File: src/ilt_pkg.sv
`default_nettype none
package ilt_pkg;

    localparam int CAPACITY   = 256;
    localparam int ITEM_WIDTH = 32;
    localparam int IDX_W      = $clog2(CAPACITY);
    localparam int CNT_W      = $clog2(CAPACITY + 1);
    localparam int GRP_SIZE   = 16;
    localparam int NGROUP     = CAPACITY / GRP_SIZE;
    localparam int GRP_W      = $clog2(GRP_SIZE);
    localparam int NGRP_W     = $clog2(NGROUP);

    typedef enum logic [2:0] {
        CMD_APPEND      = 3'd0,
        CMD_INSERT      = 3'd1,
        CMD_REMOVE_LAST = 3'd2,
        CMD_REMOVE_AT   = 3'd3,
        CMD_GET         = 3'd4,
        CMD_FIND_FIRST  = 3'd5,
        CMD_FIND_LAST   = 3'd6,
        CMD_CLEAR       = 3'd7
    } t_cmd;

    typedef enum logic [2:0] {
        ST_OK       = 3'd0,
        ST_RANGE    = 3'd1,
        ST_EMPTY    = 3'd2,
        ST_FULL     = 3'd3,
        ST_NOTFOUND = 3'd4
    } t_status;

    typedef enum logic [1:0] {
        S_IDLE,
        S_GATHER,
        S_COMBINE,
        S_DONE
    } t_state;

    typedef enum logic [1:0] {
        OP_HOLD,
        OP_APPEND,
        OP_INSERT,
        OP_REMOVE
    } t_cell_op;

    // Broadcast from the controller to every cell of the row.
    typedef struct packed {
        t_cell_op              op;
        logic [IDX_W-1:0]      pos;
        logic [IDX_W-1:0]      rd_pos;
        logic [CNT_W-1:0]      count;
        logic [ITEM_WIDTH-1:0] value;
    } t_cell_ctl;

    // Result of the registered reduction over the row.
    typedef struct packed {
        logic                  any;
        logic [IDX_W-1:0]      first;
        logic [IDX_W-1:0]      last;
        logic [ITEM_WIDTH-1:0] value;
    } t_find;

endpackage
`default_nettype wire

File: src/ilt_cell.sv
`default_nettype none
module ilt_cell
    import ilt_pkg::*;
(
    input  wire logic                  i_clk,
    input  wire logic [IDX_W-1:0]      i_index,
    input  wire t_cell_ctl             i_ctl,
    input  wire logic [ITEM_WIDTH-1:0] i_below,
    input  wire logic [ITEM_WIDTH-1:0] i_above,
    output logic [ITEM_WIDTH-1:0]      o_entry,
    output logic                       o_hit,
    output logic [ITEM_WIDTH-1:0]      o_pick
);

    logic [ITEM_WIDTH-1:0] r_entry;
    logic [ITEM_WIDTH-1:0] n_entry;
    logic [CNT_W-1:0]      w_index;

    assign w_index = CNT_W'(i_index);

    always_comb begin
        n_entry = r_entry;
        case (i_ctl.op)
            OP_APPEND: begin
                if (w_index == i_ctl.count) n_entry = i_ctl.value;
            end
            OP_INSERT: begin
                if (i_index == i_ctl.pos) n_entry = i_ctl.value;
                else if (i_index > i_ctl.pos) n_entry = i_below;
            end
            OP_REMOVE: begin
                if (i_index >= i_ctl.pos) n_entry = i_above;
            end
            default: n_entry = r_entry;
        endcase
    end

    always_ff @(posedge i_clk) begin
        r_entry <= n_entry;
    end

    // A live entry that equals the search key.
    assign o_hit   = (r_entry == i_ctl.value) && (w_index < i_ctl.count);
    assign o_pick  = (i_index == i_ctl.rd_pos) ? r_entry : '0;
    assign o_entry = r_entry;

endmodule
`default_nettype wire

File: config.mk
export PLATFORM = sky130hd
export DESIGN_NAME = ilt_cell
export DESIGN_NICKNAME = d
export VERILOG_FILES = /design/src/ilt_pkg.sv /design/src/ilt_cell.sv
export SDC_FILE = /design/constraint.sdc
export NUM_CORES = 1
export LEC_CHECK = 0
export ABC_CLOCK_PERIOD_IN_PS = 4100
export BUFFER_PORTS_ARGS = -buffer_cell sky130_fd_sc_hd__buf_4
export CAP_MARGIN = 20
export CORE_MARGIN = 4
export CORE_UTILIZATION = 38
export CTS_CLUSTER_SIZE = 14
export DETAILED_ROUTE_END_ITERATION = 6
export HOLD_SLACK_MARGIN = 0.03
export PLACE_DENSITY = 0.74
export SLEW_MARGIN = 10
export SYNTH_ARGS = -nofsm -noshare
export SYNTH_HDL_FRONTEND = slang
export SYNTH_SLANG_ARGS = --single-unit
File: constraint.sdc
create_clock -name i_clk -period 4.1 [get_ports i_clk]
set_input_delay 0.41 -clock i_clk [delete_from_list [all_inputs] [get_ports i_clk]]
set_output_delay 0.41 -clock i_clk [all_outputs]
set_load 0.02 [all_outputs]
Word-level counts from Yosys, hierarchy flattened

Cells that the tools add are included.

Register bits after elaboration: 32
Input port bits: 132
Word-level logic and storage cells: 23

Magnitude comparators: 3
Eq/ne operators: 10
Mux-type cells: 6
Reduce and logical (&&, ||, !) cells: 3

Operators by type and width:

| cell                                                            | count |
|---|---|
| 32-bit 2-to-1 mux                                               | 5 |
| 32-bit one-hot mux with 3 select lines                          | 1 |
| 32-bit == test                                                  | 1 |
| 8-bit == test                                                   | 2 |
| 8-bit by 9-bit == test with 1-bit output                        | 1 |
| 8-bit by 9-bit < comparator with 1-bit output                   | 1 |
| 8-bit >= comparator                                             | 1 |
| 8-bit greater-than comparator                                   | 1 |
| 2-bit == test, second input constant                            | 2 |
| 2-bit inequality test, second input constant                    | 2 |
| 4-bit AND reduction                                             | 1 |
| 3-bit inequality test, second input constant                    | 1 |
| 3-bit nonzero test                                              | 1 |
| 2-bit by 1-bit == test with 1-bit output, second input constant | 1 |
| 1-bit logical AND                                               | 1 |

Longest topological paths before layout

Depth after elaboration: 4
Mapped depth: 7
Depth with buffers taken out: 6

Worst setup path after synthesis

No wires, ideal clock.

Path kind: input to register
Start: in i_ctl[38] (netlist bit)
End: reg r_entry[0] (netlist: o_entry[0]), enable pin
Setup time: 0.477 ns
Arrival: 3.787 ns
Path slack: -0.165 ns
Cell stages on the path: 6
Buffers on the path: 0
Cell sequence: inv_1 ha_1 nand4b_1 nor3_1 nand2_1 a222oi_1

Word-level cells in the longest chain between the ends: 3

RTL lines:

| what                                     | RTL line       | RTL |
|---|---|---|
| start: declaration                       | ilt_cell.sv:7  | `input wire t_cell_ctl i_ctl,` |
| 8-bit by 9-bit == test with 1-bit output | ilt_cell.sv:25 | `if (w_index == i_ctl.count) n_entry = i_ctl.value;` |
| 2-bit inequality test (no source line)   | -              |  |
| 4-bit AND reduction (no source line)     | -              |  |
| end signal: assignment                   | ilt_cell.sv:39 | `r_entry <= n_entry;` |
| end: declaration                         | ilt_cell.sv:15 | `logic [ITEM_WIDTH-1:0] r_entry;` |

Every way passes these cells.
A chain may end at the register's enable or synchronous reset.

Worst setup path after layout

Start: reg r_entry[2] (netlist: o_entry[2])
End: out o_hit

Word-level cells in the longest chain between the ends: 2

RTL lines:

| what              | RTL line       | RTL |
|---|---|---|
| 32-bit == test    | ilt_cell.sv:43 | `assign o_hit = (r_entry == i_ctl.value) && (w_index < i_ctl.count);` |
| 1-bit logical AND | ilt_cell.sv:43 |  |
| end: declaration  | ilt_cell.sv:11 | `output logic o_hit,` |

Every way passes these cells.

==> results.json <==
{
  "status": "finished, final reports clean",
  "drv_slew": 0,
  "syn-cell-area_um2": 2870,
  "fp.dieH_um": 94.8,
  "grt_setup_unrepaired": "false",
  "drt_wl_total_mm": 10.2,
  "tns_ns": 0,
  "avgViaCountPerCell": 5.14,
  "largest_reg_flops": 32,
  "syn_avg_cell_area_um2": 9.78,
  "cts_sinks": 32,
  "vdd_drop_max_uv": 191,
  "ys_seq_area_frac": 0.335,
  "fin_nets": 637,
  "numCtsBuffers": 5,
  "power_leakage_nw": 2.07,
  "hold_viol": 0,
  "drive_above_1_share": 0.446,
  "grt_pass1_vias": 3027,
  "grt_use_total": 0.215,
  "final_common_cell": "buf_4",
  "clk_pin_slew_ns": 0.07,
  "vias": 3012,
  "cts-hold-fix-buffers": 0,
  "max_freq_mhz": 380,
  "cts_root_buf": "clkbuf_8",
  "clock_path_buffers": 2,
  "dpl.cell_count": 577,
  "synthTopCellsByArea": "edfxtp_1, mux2i_1, a22oi_1",
  "cp-start-kind": "register",
  "fin_crit_ns": 2.63,
  "antenna_found_initial": 0,
  "finalCritPeriodShare": 0.643,
  "gp_congestion": 0.822,
  "routedWlPerCell_um": 17.3,
  "final_util": 0.627,
  "post-cts-setup-buffer-count": 0,
  "grt_max_degree": 33,
  "required_ns": 3.69,
  "worstHoldPathType": "input port to register",
  "maxCapViolations": 0,
  "antenna_cells": 0,
  "die_w_um": 94.8,
  "overflow": 0,
  "drt-initial-drc-count": 78,
  "synthCells": 293,
  "syn_to_final_growth_pct": 59.7,
  "end_kind": "output pin",
  "port_buffers": 196,
  "worstSetupPathType": "register to output pin",
  "grt_pass1_wl_mm": 14.8,
  "yosys.area.top_type": "edfxtp_1",
  "layout_setup_ws_ns": 1.47,
  "yosysUniqueCellTypes": 26,
  "powerDensity_nw_per_um2": 273,
  "synthesis.nets": 444,
  "tightest_slew_ns": 0.974,
  "yosysWarningCount": 0,
  "dpl.hpwl_mm": 7.94,
  "start_util": 0.393,
  "fp-row-count": 31,
  "drc_errors": 0,
  "critPathMaxFanout": 3,
  "post-place-ws_ns": 1.30,
  "cts_htree_levels": 2,
  "ant_nets": 0,
  "ctsResizeCount": 0,
  "die_area_um2": 8990,
  "hold_slack_ns": 0.440,
  "synth_seq_cells": 32,
  "io_pins": 197,
  "yosysTopAreaCellShare": 0.335,
  "dr.pass1.iters": 4,
  "relSlewSlack": 0.350,
  "setup_violations": 0,
  "core_um2": 7290,
  "fin_cells": 586,
  "critPathArrivalTime_ns": 2.22,
  "cts_tree": "yes"
}
==> synth_stat cells <==
cell / instances
a222oi_1: 1
o21ai_0: 32
edfxtp_1: 32
clkbuf_1: 13
nand2_1: 3
a211oi_1: 1
a2111oi_2: 1
a21oi_1: 4
o221ai_1: 1
and2_1: 32
o2111ai_1: 1
nor4_1: 5
nand4b_1: 1
mux2i_1: 32
xnor2_2: 1
nor2_1: 3
a21o_1: 5
nand4_1: 8
xor2_1: 20
nor3_1: 2
buf_4: 3
xnor2_1: 19
or4_1: 1
inv_1: 21
ha_1: 19
a22oi_1: 32
==> power by group <==
part           internal, mW  total (mW)  switching [mW]  leakage (nW)
logic                 0.234       0.468           0.234          1.71
clock network         0.177       0.297           0.120        0.0532
registers             0.432       0.482          0.0498         0.302
==> worst max-delay path: stages (launching register included) <==
cell       delay (ns)
edfxtp_1         0.42
xnor2_1          0.23
nand4_1          0.22
or4_1            0.59
a2111oi_2        0.28
buf_4            0.20
==> final timing paths <==
check	to	cells past startpoint	startpoint
setup / recovery	o_hit	5	o_entry[2]
hold / removal	o_entry[14]	3	i_above[14]
==> logic make-up (layout without fill, tap and decap cells) <==
kind of cell,after synthesis,after routing,synth area share
DFF,32,32,0.335
buffers and inverters,37,231,0.0524
AOI/OAI and AO/OA,78,78,0.177
muxes,32,32,0.112
adders and majority gates,19,19,0.0830
xor gates and xnor gates,40,40,0.125
and+or+nand+nor,55,55,0.115
==> cell type report <==
| cell class | instances | area, um2 |
|---|---|---|
| Timing Repair Buffer | 202 | 1520 |
| Fill cell | 651 | 2720 |
| Clock inverter | 3 | 37.5 |
| Inverter | 21 | 78.8 |
| Multi-Input combinational cell | 224 | 1780 |
| Tap cell | 99 | 124 |
| Clock buffer | 5 | 68.8 |
| Sequential cell | 32 | 961 |
==> per-layer routing <==
layer / wire [um] / GRT usage
met5: 0 / 0
met3: 893 / 0.0558
met4: 149 / 0.0529
met2: 5230 / 0.397
met1: 3890 / 0.244
==> metrics by stage <==
step | instance area, um2 | power [mW]
global route | 4570 | 1.32
CTS | 4560 | 1.26
floorplan | 2880 | 0.703
global placement | 4460 | 0.951
finish | 4570 | 1.25
detailed placement | 4460 | 0.960
(Power assumes the default switching activity.)
